## config.mk

```make
export PLATFORM = sky130hd
export DESIGN_NAME = sql_string_literal_unescape
export DESIGN_NICKNAME = d
export VERILOG_FILES = /design/src/sv/sslu_pkg.sv /design/src/sv/sql_string_literal_unescape.sv /design/src/sv/sslu_front.sv /design/src/sv/sslu_queue.sv /design/src/sv/sslu_back.sv
export VERILOG_INCLUDE_DIRS = /design/src /design/src/sv
export SDC_FILE = /design/constraint.sdc
export NUM_CORES = 1
export LEC_CHECK = 0
export BUFFER_PORTS_ARGS = -buffer_cell sky130_fd_sc_hd__buf_2
export CORE_MARGIN = 2
export CORE_UTILIZATION = 35
export CTS_CLUSTER_DIAMETER = 200
export DETAILED_ROUTE_END_ITERATION = 7
export PLACE_DENSITY_LB_ADDON = 0.2
export SETUP_SLACK_MARGIN = 0.05
export SYNTH_ARGS = -nofsm -noshare
export SYNTH_HDL_FRONTEND = slang
export SYNTH_SLANG_ARGS = --single-unit
```

## constraint.sdc

```tcl
create_clock -name clk -period 3.4 [get_ports clk]
set_input_delay 0.51 -clock clk [delete_from_list [all_inputs] [get_ports clk]]
set_output_delay 0.51 -clock clk [all_outputs]
set_load 0.05 [all_outputs]
```

## src/sv/sql_string_literal_unescape_defines.svh

```systemverilog
// Assertion macros for the SQL string literal decoder.
`ifndef SQL_STRING_LITERAL_UNESCAPE_DEFINES_SVH
`define SQL_STRING_LITERAL_UNESCAPE_DEFINES_SVH

`ifndef SYNTHESIS
// implication checked at every rising clock edge outside reset
`define SSLU_ASSERT_IMP(label, ante, cons, msg) \
  label: assert property (@(posedge clk) disable iff (rst) (ante) |-> (cons)) \
    else $error(msg);
// condition that must never hold outside reset
`define SSLU_ASSERT_NEVER(label, cond, msg) \
  label: assert property (@(posedge clk) disable iff (rst) !(cond)) \
    else $error(msg);
`else
`define SSLU_ASSERT_IMP(label, ante, cons, msg)
`define SSLU_ASSERT_NEVER(label, cond, msg)
`endif

`endif

```

## src/sv/sslu_pkg.sv

```systemverilog
// Types, constants and escape table shared by the SQL literal decoder.
package sslu_pkg;

  localparam int QUEUE_DEPTH = 4;

  localparam logic [7:0] CH_BACKSLASH = 8'h5C;
  localparam logic [7:0] CH_BANG      = 8'h21;

  typedef enum logic [2:0] {
    PH_OPEN  = 3'd0,
    PH_BODY  = 3'd1,
    PH_DELIM = 3'd2,
    PH_ESC   = 3'd3,
    PH_ERROR = 3'd4
  } phase_t;

  typedef enum logic [1:0] {
    KIND_BYTE = 2'd0,
    KIND_OK   = 2'd1,
    KIND_BAD  = 2'd2
  } kind_t;

  // one queue entry: the results caused by one input byte
  typedef struct packed {
    logic [1:0] nbytes;    // decoded bytes, 0..2
    logic [7:0] byte0;
    logic [7:0] byte1;
    logic       stat;      // status result follows the bytes
    kind_t      stat_kind;
  } job_t;

  typedef struct packed {
    logic [1:0] nbytes;
    logic [7:0] byte0;
    logic [7:0] byte1;
  } esc_t;

  // backslash escape decode
  function automatic esc_t esc_map(input logic [7:0] c);
    esc_t r;
    r.nbytes = 2'd1;
    r.byte0  = c;
    r.byte1  = 8'h00;
    case (c)
      8'h6E: r.byte0 = 8'h0A;  // n
      8'h72: r.byte0 = 8'h0D;  // r
      8'h66: r.byte0 = 8'h0C;  // f
      8'h76: r.byte0 = 8'h0B;  // v
      8'h62: r.byte0 = 8'h08;  // b
      8'h65: r.byte0 = 8'h1B;  // e
      8'h61: r.byte0 = 8'h07;  // a
      8'h74: r.byte0 = 8'h09;  // t
      8'h25, 8'h5F: begin      // % and _ get a bang in front
        r.nbytes = 2'd2;
        r.byte0  = CH_BANG;
        r.byte1  = c;
      end
      default: r.byte0 = c;
    endcase
    return r;
  endfunction

endpackage

```

## src/sv/sql_string_literal_unescape.sv

```systemverilog
// Top level of the streaming SQL string literal decoder.
//
// Decodes quoted SQL string literals fed one raw byte per request. The first
// byte of a literal is its delimiter; a doubled delimiter gives one delimiter
// byte, a backslash escape maps n r f v b e a t to control codes, % and _ to
// the pairs "!%" and "!_", and passes anything else through. The byte flagged
// end_of_literal also yields one status result (ok or malformed), always the
// last of its run; after it the decoder expects a new opening delimiter.
// Rate: one input byte per cycle is accepted while the job queue has room,
// and one result per cycle leaves through the output register while out_ready
// is high. A byte that gives no result (opening delimiter, backslash, closing
// delimiter without end flag, bytes after an error) uses no queue slot; a byte
// giving k results sends them one by one (k is at most 3: an escaped % or _
// that is also the last byte). Sustained throughput is thus set by the single
// output register; the input stalls only when QueueDepth jobs are waiting. An
// accepted byte's job is written into the queue, and its first result is then
// loaded into the output register.
module sql_string_literal_unescape
  import sslu_pkg::*;
#(
  parameter int QueueDepth = QUEUE_DEPTH
)
(
  input  logic       clk,
  input  logic       rst,
  // input request channel
  input  logic       in_valid,
  output logic       in_ready,
  input  logic [7:0] char_in,
  input  logic       end_of_literal,
  // result request channel
  output logic       out_valid,
  input  logic       out_ready,
  output logic [1:0] kind,
  output logic [7:0] char_out,
  output logic       last_of_run
);

  logic accept;
  logic push, full, pop, empty;
  job_t job, head;

  // input is taken whenever the queue can hold one more job
  assign in_ready = !full;
  assign accept   = in_valid && in_ready;

  // front end: tracks the literal phase and classifies each byte
  sslu_front u_front (
    .clk            (clk),
    .rst            (rst),
    .accept         (accept),
    .char_in        (char_in),
    .end_of_literal (end_of_literal),
    .push           (push),
    .job            (job)
  );

  // decouples byte intake from result delivery
  sslu_queue #(
    .Depth (QueueDepth)
  ) u_queue (
    .clk       (clk),
    .rst       (rst),
    .push      (push),
    .push_data (job),
    .full      (full),
    .pop       (pop),
    .head      (head),
    .empty     (empty)
  );

  // back end: one result per cycle into the output register, stalled by out_ready
  sslu_back u_back (
    .clk         (clk),
    .rst         (rst),
    .head        (head),
    .empty       (empty),
    .pop         (pop),
    .out_valid   (out_valid),
    .out_ready   (out_ready),
    .kind        (kind),
    .char_out    (char_out),
    .last_of_run (last_of_run)
  );

endmodule

```

## src/sv/sslu_front.sv

```systemverilog
// Front end: literal phase tracking and per-byte classification into jobs.
module sslu_front
  import sslu_pkg::*;
(
  input  logic       clk,
  input  logic       rst,
  input  logic       accept,
  input  logic [7:0] char_in,
  input  logic       end_of_literal,
  output logic       push,
  output job_t       job
);

  phase_t     phase, phase_next;
  logic [7:0] delimiter, delimiter_next;
  logic       bad_at_end;
  esc_t       esc;

  always_ff @(posedge clk) begin
    if (rst) begin
      phase     <= PH_OPEN;
      delimiter <= 8'h00;
    end else if (accept) begin
      phase     <= phase_next;
      delimiter <= delimiter_next;
    end
  end

  always_comb begin
    phase_next     = phase;
    delimiter_next = delimiter;
    bad_at_end     = 1'b1;
    esc            = esc_map(char_in);
    job.nbytes     = 2'd0;
    job.byte0      = char_in;
    job.byte1      = 8'h00;
    job.stat       = 1'b0;
    job.stat_kind  = KIND_BAD;
    case (phase)
      PH_OPEN: begin
        delimiter_next = char_in;
        phase_next     = PH_BODY;
      end
      PH_BODY: begin
        if (char_in == delimiter) begin
          bad_at_end = !end_of_literal;
          phase_next = PH_DELIM;
        end else if (char_in == CH_BACKSLASH) begin
          phase_next = PH_ESC;
        end else begin
          job.nbytes = 2'd1;
        end
      end
      PH_DELIM: begin
        if (char_in == delimiter) begin
          job.nbytes = 2'd1;
          phase_next = PH_BODY;
        end else begin
          phase_next = PH_ERROR;
        end
      end
      PH_ESC: begin
        job.nbytes = esc.nbytes;
        job.byte0  = esc.byte0;
        job.byte1  = esc.byte1;
        phase_next = PH_BODY;
      end
      default: phase_next = PH_ERROR;
    endcase
    if (end_of_literal) begin
      job.stat      = 1'b1;
      job.stat_kind = bad_at_end ? KIND_BAD : KIND_OK;
      phase_next    = PH_OPEN;
    end
    push = accept && (job.nbytes != 2'd0 || job.stat);
  end

endmodule

```

## src/sv/sslu_queue.sv

```systemverilog
// Small job queue between front end and output sequencer.
`include "sql_string_literal_unescape_defines.svh"
module sslu_queue
  import sslu_pkg::*;
#(
  parameter int Depth = QUEUE_DEPTH
)
(
  input  logic clk,
  input  logic rst,
  input  logic push,
  input  job_t push_data,
  output logic full,
  input  logic pop,
  output job_t head,
  output logic empty
);

  localparam int PtrW = (Depth > 1) ? $clog2(Depth) : 1;
  localparam int CntW = $clog2(Depth + 1);
  localparam logic [PtrW-1:0] PtrLast = PtrW'(Depth - 1);
  localparam logic [CntW-1:0] CntFull = CntW'(Depth);

  job_t            entries [Depth];
  logic [PtrW-1:0] wr_ptr, rd_ptr;
  logic [CntW-1:0] count;

  assign full  = (count == CntFull);
  assign empty = (count == '0);
  assign head  = entries[rd_ptr];

  always_ff @(posedge clk) begin
    if (push) begin
      entries[wr_ptr] <= push_data;
    end
  end

  always_ff @(posedge clk) begin
    if (rst) begin
      wr_ptr <= '0;
      rd_ptr <= '0;
      count  <= '0;
    end else begin
      if (push) begin
        wr_ptr <= (wr_ptr == PtrLast) ? '0 : wr_ptr + 1'b1;
      end
      if (pop) begin
        rd_ptr <= (rd_ptr == PtrLast) ? '0 : rd_ptr + 1'b1;
      end
      case ({push, pop})
        2'b10:   count <= count + 1'b1;
        2'b01:   count <= count - 1'b1;
        default: count <= count;
      endcase
    end
  end

  `SSLU_ASSERT_NEVER(a_no_push_full, push && full && !pop, "queue overflow")
  `SSLU_ASSERT_NEVER(a_no_pop_empty, pop && empty, "queue underflow")
  `SSLU_ASSERT_IMP(a_count_range, 1'b1, count <= CntFull, "queue count out of range")

endmodule

```

## src/sv/sslu_back.sv

```systemverilog
// Output sequencer: expands each job into results, one per cycle unless out_ready stalls it.
`include "sql_string_literal_unescape_defines.svh"
module sslu_back
  import sslu_pkg::*;
(
  input  logic       clk,
  input  logic       rst,
  input  job_t       head,
  input  logic       empty,
  output logic       pop,
  output logic       out_valid,
  input  logic       out_ready,
  output logic [1:0] kind,
  output logic [7:0] char_out,
  output logic       last_of_run
);

  logic [1:0] idx;
  logic       load, take, is_last;
  logic [1:0] total;
  kind_t      kind_sel;
  logic [7:0] char_sel;
  kind_t      kind_r;

  always_comb begin
    load    = !out_valid || out_ready;
    take    = load && !empty;
    total   = head.nbytes + {1'b0, head.stat};
    is_last = (idx == total - 2'd1);
    if (idx < head.nbytes) begin
      kind_sel = KIND_BYTE;
      char_sel = (idx == 2'd0) ? head.byte0 : head.byte1;
    end else begin
      kind_sel = head.stat_kind;
      char_sel = 8'h00;
    end
    pop = take && is_last;
  end

  always_ff @(posedge clk) begin
    if (rst) begin
      out_valid <= 1'b0;
      idx       <= 2'd0;
    end else begin
      if (load) begin
        out_valid <= !empty;
      end
      if (take) begin
        idx <= is_last ? 2'd0 : idx + 2'd1;
      end
    end
  end

  always_ff @(posedge clk) begin
    if (take) begin
      kind_r      <= kind_sel;
      char_out    <= char_sel;
      last_of_run <= is_last;
    end
  end

  assign kind = kind_r;

  `SSLU_ASSERT_IMP(a_status_ends_run, out_valid && kind_r != KIND_BYTE, last_of_run, "status not last")
  `SSLU_ASSERT_IMP(a_status_zero_char, out_valid && kind_r != KIND_BYTE, char_out == 8'h00, "status byte")
  `SSLU_ASSERT_NEVER(a_idx_range, !empty && idx >= total && total != 2'd0, "index past job")

endmodule

```

Word-level counts from Yosys, hierarchy flattened
Memories as Yosys holds them, arrays and structs flattened. A register that Yosys moved wholly into a read port is not among the register bits.
Cells that the tools add are included.
Storage, ports and cells
  register bits: 32
  RAM bits: 84
  bits of input ports: 13
  output and inout port bits: 13
  logic and storage cells: 86
  memories: 1
Memory list
  u_queue.entries: depth 4, width 21, rd ports 1, clocked after memory_dff 1, write ports 1, line sslu_queue.sv:24  | job_t entries [Depth];
Operators by class
  add/sub/neg operators: 7
  order comparisons: 1
  equality and inequality tests: 22
  muxes and demuxes: 26
  reduce and logical (&&, ||, !) cells: 19
Operators with widths (number)
  equality test 8 x 7 -> 1 bit (second input constant): 10
  one-hot mux 8 bit (9 select lines): 1
  2-to-1 mux 16 bit: 1
  2-to-1 mux 2 bit: 8
  2-to-1 mux 8 bit: 2
  2-to-1 mux 3 bit: 5
  one-hot mux 3 bit (3 select lines): 1
  equality test 8 x 6 -> 1 bit (second input constant): 1
  equality test 8 bit: 1
  adder 2 x 1 -> 2 bit (second input constant): 3
  equality test 2 bit (second input constant): 3
  equality test 3 x 2 -> 1 bit (second input constant): 2
  logical NOT 3 bit: 2
  2-to-1 mux 1 bit: 6
  one-hot mux 2 bit (3 select lines): 1
  one-hot mux 3 bit (2 select lines): 1
  logical AND 1 bit: 4
  logical NOT 1 bit: 4
  != test 4 x 2 -> 1 bit (second input constant): 1
  AND reduction 2 bit: 2
  nonzero test 2 bit: 2
  OR reduction 2 bit: 2
  adder 3 x 1 -> 3 bit (second input constant): 1
  equality test 3 x 1 -> 1 bit (second input constant): 1
  9 further kinds: 10

Longest topological paths before layout
  depth in word-level cells: 9
  depth in mapped cells: 16
  mapped depth without buffers: 14

By module
From an unflattened synthesis, not the netlist that was laid out.
Second synthesis, totals
  cells, all modules: 363
  area, all modules: 5263.8 µm²
Modules (own cells, without submodules)
  sslu_queue: times used 1, cells each 157, area an instance 3479.6 µm², sequential area each 2702.6 µm²
  sslu_front: times used 1, cells each 142, area an instance 1046.0 µm², sequential area each 220.2 µm²
  sslu_back: times used 1, cells each 62, area an instance 728.2 µm², sequential area each 390.4 µm²
  sql_string_literal_unescape: times used 1, cells each 2, area an instance 10.0 µm², sequential area each 0.0 µm²

Worst setup path after synthesis
OpenSTA, ideal clock, no wires.
  kind: reg2reg
  start point: reg (tool-made name)
  end point: reg u_queue.count[2]
  data arrival time: 3.421 ns
  required time: 3.329 ns
  slack: -0.092 ns
  stages on the path, launching flop included: 16
  path buffers: 2
  period minus slack after synthesis: 3.492 ns
  path through: dfxtp_1 -> buf_2 -> buf_2 -> mux4_2 -> inv_1 -> ha_1 -> xnor2_1 -> nor2_2 -> nand2_1 -> inv_1 -> ha_1 -> inv_1 -> fa_1 -> xor2_1 -> or3_1 -> a21oi_1
RTL lines
  to (signal assigned): line sslu_queue.sv:51  | 2'b10: count <= count + 1'b1;
  to (signal assigned): line sslu_queue.sv:52  | 2'b01: count <= count - 1'b1;
  to (signal assigned): line sslu_queue.sv:53  | default: count <= count;
  to (decl): line sslu_queue.sv:26  | logic [CntW-1:0] count;

==> flow_metrics.env <==
export IMPL_status="finished, final reports clean"
export IMPL_port_buffers=25
export IMPL_wirelength_mm=9.64
export IMPL_dp_hpwl_mm=6.16
export IMPL_nFillCells=1323
export IMPL_synth_top_family_by_area="multiplexers"
export IMPL_internal_power_w=0.00348
export IMPL_critPathMaxFanout=4
export IMPL_reg2reg_depth=13
export IMPL_placed_area_um2=5450
export IMPL_grt_max_degree=24
export IMPL_critPathLaunchType="flip-flop"
export IMPL_drv_slew=0
export IMPL_synth_simple_area_share=0.0935
export IMPL_die_area_um2=15700
export IMPL_grt_pass1_wl_mm=15.6
export IMPL_fmax_mhz=329
export IMPL_final_cells=580
export IMPL_synth_mux_area_frac=0.131
export IMPL_yosysSeqAreaShare=0.643
export IMPL_synthXorXnorAreaFrac=0.0267
export IMPL_final_util=0.421
export IMPL_layout_min_cycle_time_ns=3.04
export IMPL_drc_errors=0
export IMPL_irDropWorstVdd_mv=0.357
export IMPL_yosys_area_share_adder=0.0257
export IMPL_synth_edf_count=95
export IMPL_synth_ff_type="edfxtp_1"
export IMPL_cts_sinks=118
export IMPL_dr_pass1_iters=4
export IMPL_clock_path_buffers=2
export IMPL_end_kind="flip-flop"
export IMPL_grt_pass1_vias=2889
export IMPL_power_density_nw_per_um2=805
export IMPL_hold_buffers=0
export IMPL_synthDistinctLibCells=55
export IMPL_seqPwrFrac=0.378
export IMPL_pin_count=26
export IMPL_wl_per_cell_um=16.6
export IMPL_r2r_end="u_queue.count[2]"
export IMPL_viasPerCell=4.92
export IMPL_min_path_cells=4
export IMPL_switching_share=0.291
export IMPL_path_class="reg2reg"
export IMPL_synth_compound_area_share=0.0474
export IMPL_cts_tree="done"
export IMPL_finalCritPeriodShare=0.893
export IMPL_ys_ff_latch=118
export IMPL_initial_core_util=0.356
export IMPL_area_delta_synth_final_pct=18.3
export IMPL_place_congestion=0.744
export IMPL_p_comb_frac=0.239
export IMPL_max_slew_margin=0.554
export IMPL_setup_violations=0
export IMPL_cap_violations=0
export IMPL_p_switching_w=0.00143
export IMPL_cellLeakagePower_nw=2.19
export IMPL_core_area_um2=14500
export IMPL_nets=406
export IMPL_tightest_slew_ns=0.670
export IMPL_ys_async_sr_fraction=0
export IMPL_required_ns=3.74
export IMPL_netlist_area_um2=5150
export IMPL_antenna_found_initial=0
export IMPL_synth_area_per_cell_um2=14.8
export IMPL_dieHeight_um=125
export IMPL_rrSetupSlack_ns=0.36
export IMPL_fin_skew_ns=0.00666
export IMPL_die_w_um=125
export IMPL_dp_cells=548
export IMPL_overflow=0
export IMPL_diodes=0
export IMPL_clkPwrFrac=0.384
export IMPL_crit_end="u_queue.count[2]"
export IMPL_syn_inst=348
export IMPL_cts_htree_levels=4
export IMPL_ys_warn_count=0
export IMPL_cts_root_buf="clkbuf_16"
export IMPL_drt_iter0_markers=145
export IMPL_cts_buffers=17
export IMPL_rsz0062_at_grt="no"
export IMPL_final_common_cell="edfxtp_1"
export IMPL_arrival_ns=3.38
export IMPL_layout_common_cells="edfxtp_1, nor2_1, buf_2"
export IMPL_grt_use_total=0.133
export IMPL_dr_total_vias=2854
export IMPL_tns_ns=0
export IMPL_hold_violations=0
export IMPL_clock_latency_ns=0.41
export IMPL_postCtsSetupBuffers=0
export IMPL_drive_gt1_frac=0.242
export IMPL_holdCritPathClass="in2reg"
export IMPL_ant_nets=0
export IMPL_rows=44
export IMPL_final_cell_area_um2=6090
export IMPL_clk_pin_slew_ns=0.05
## cells by family (layout without fill, tap and decap cells)
group | Yosys count | count (layout)
flip-flops | 118 | 118
AND/OR/NAND/NOR | 95 | 95
multiplexers | 41 | 41
AO/OA/AOI/OAI | 35 | 35
buffers and inverters | 34 | 79
XOR/XNOR | 14 | 14
adder cells (fa/ha/maj) | 10 | 10
other | 1 | 4
## flip-flops by register name (all words and copies together) (netlist names), named ones only
name	count
u_queue.entries	84
u_back.char_out	8
u_front.delimiter	8
u_front.phase	3
u_queue.count	3
u_back.idx	2
u_back.kind	2
u_queue.rd_ptr	2
u_queue.wr_ptr	2
u_back.last_of_run	1
u_back.out_valid	1
## critical path: stages, from the launching register on
cell and delay [ns]:
dfxtp_2 0.37, mux4_2 0.53, inv_1 0.07, ha_1 0.23
xnor2_1 0.14, nor2_2 0.19, nand2_1 0.14, inv_1 0.09
ha_1 0.18, inv_1 0.06, fa_1 0.37, xor2_1 0.15
or3_1 0.30, a21oi_1 0.13
## power groups by stage
stage	sequential (W)	clock, W	combinational [W]
final	0.00185	0.00188	0.00117
after global routing	0.00187	0.00197	0.00128
after CTS	0.00185	0.00191	0.00120
after detailed placement	0.00188	0	0.00119
after global placement	0.00188	0	0.00118
after floorplan	0.00214	0	0.000661
## per-layer routing
layer | vias to the layer above | part of all wire | global-route usage
li1 | 1370 | - | -
met1 | 1409 | 0.47 | 0.170
met2 | 60 | 0.48 | 0.208
met3 | 15 | 0.034 | 0.0372
met4 | 0 | 0.022 | 0.0647
met5 | - | 0 | 0
## metrics by stage
stage                     total power, W  worst slack, ns  hold slack [ns]
after floorplan                  0.00280           0.0589            0.463
after global placement           0.00306            0.161            0.451
after detailed placement         0.00308           0.0848            0.473
after CTS                        0.00497            0.268            0.359
after global routing             0.00513            0.105            0.404
final                            0.00490            0.363            0.373
## cell usage after synthesis (3+ instances only)
cell type  instances  area share
and3_2             4      0.0058
buf_2              3      0.0029
edfxtp_1          95        0.55
nor3_1             4      0.0039
clkbuf_1           7      0.0051
nor2b_1            4      0.0049
nand2_1           11      0.0080
mux2_2             3      0.0066
mux2i_1           17       0.033
xnor2_1           10       0.017
a21oi_1           10      0.0097
dfxtp_1           23       0.089
buf_6              4      0.0087
o21ai_0            7      0.0068
and2_1             7      0.0085
mux4_2            21       0.092
nor2_1            38       0.028
inv_1             18       0.013
nand3_1            6      0.0058
ha_1               9       0.022
## cell type report
cell class                      instances  area (µm²)  share of cell area
Clock buffer                           27         558              0.0916
Clock inverter                          5        78.8              0.0129
Inverter                               18        67.6              0.0111
Multi-Input combinational cell        199        1690               0.277
Sequential cell                       118        3310               0.544
Tap cell                              184         230              0.0378
Timing Repair Buffer                   29         155              0.0255
## worst min path at each step
stage	startpoint	to	slack (ns)
after floorplan	u_queue.rd_ptr[0]	flip-flop	0.46
after global placement	u_back.out_valid	u_back.out_valid	0.45
after detailed placement	u_back.out_valid	u_back.out_valid	0.47
after CTS	out_ready	u_back.out_valid	0.36
after global routing	out_ready	u_back.out_valid	0.40
final	out_ready	u_back.out_valid	0.37
## what timing repair did
action / 4_1_cts / 5_1_grt
setup endpoints to repair: 0 / 1
hold endpoints to repair: 0 / 0
resized for setup: 0 / 1
Note: power is estimated with default switching activity, not from simulation.
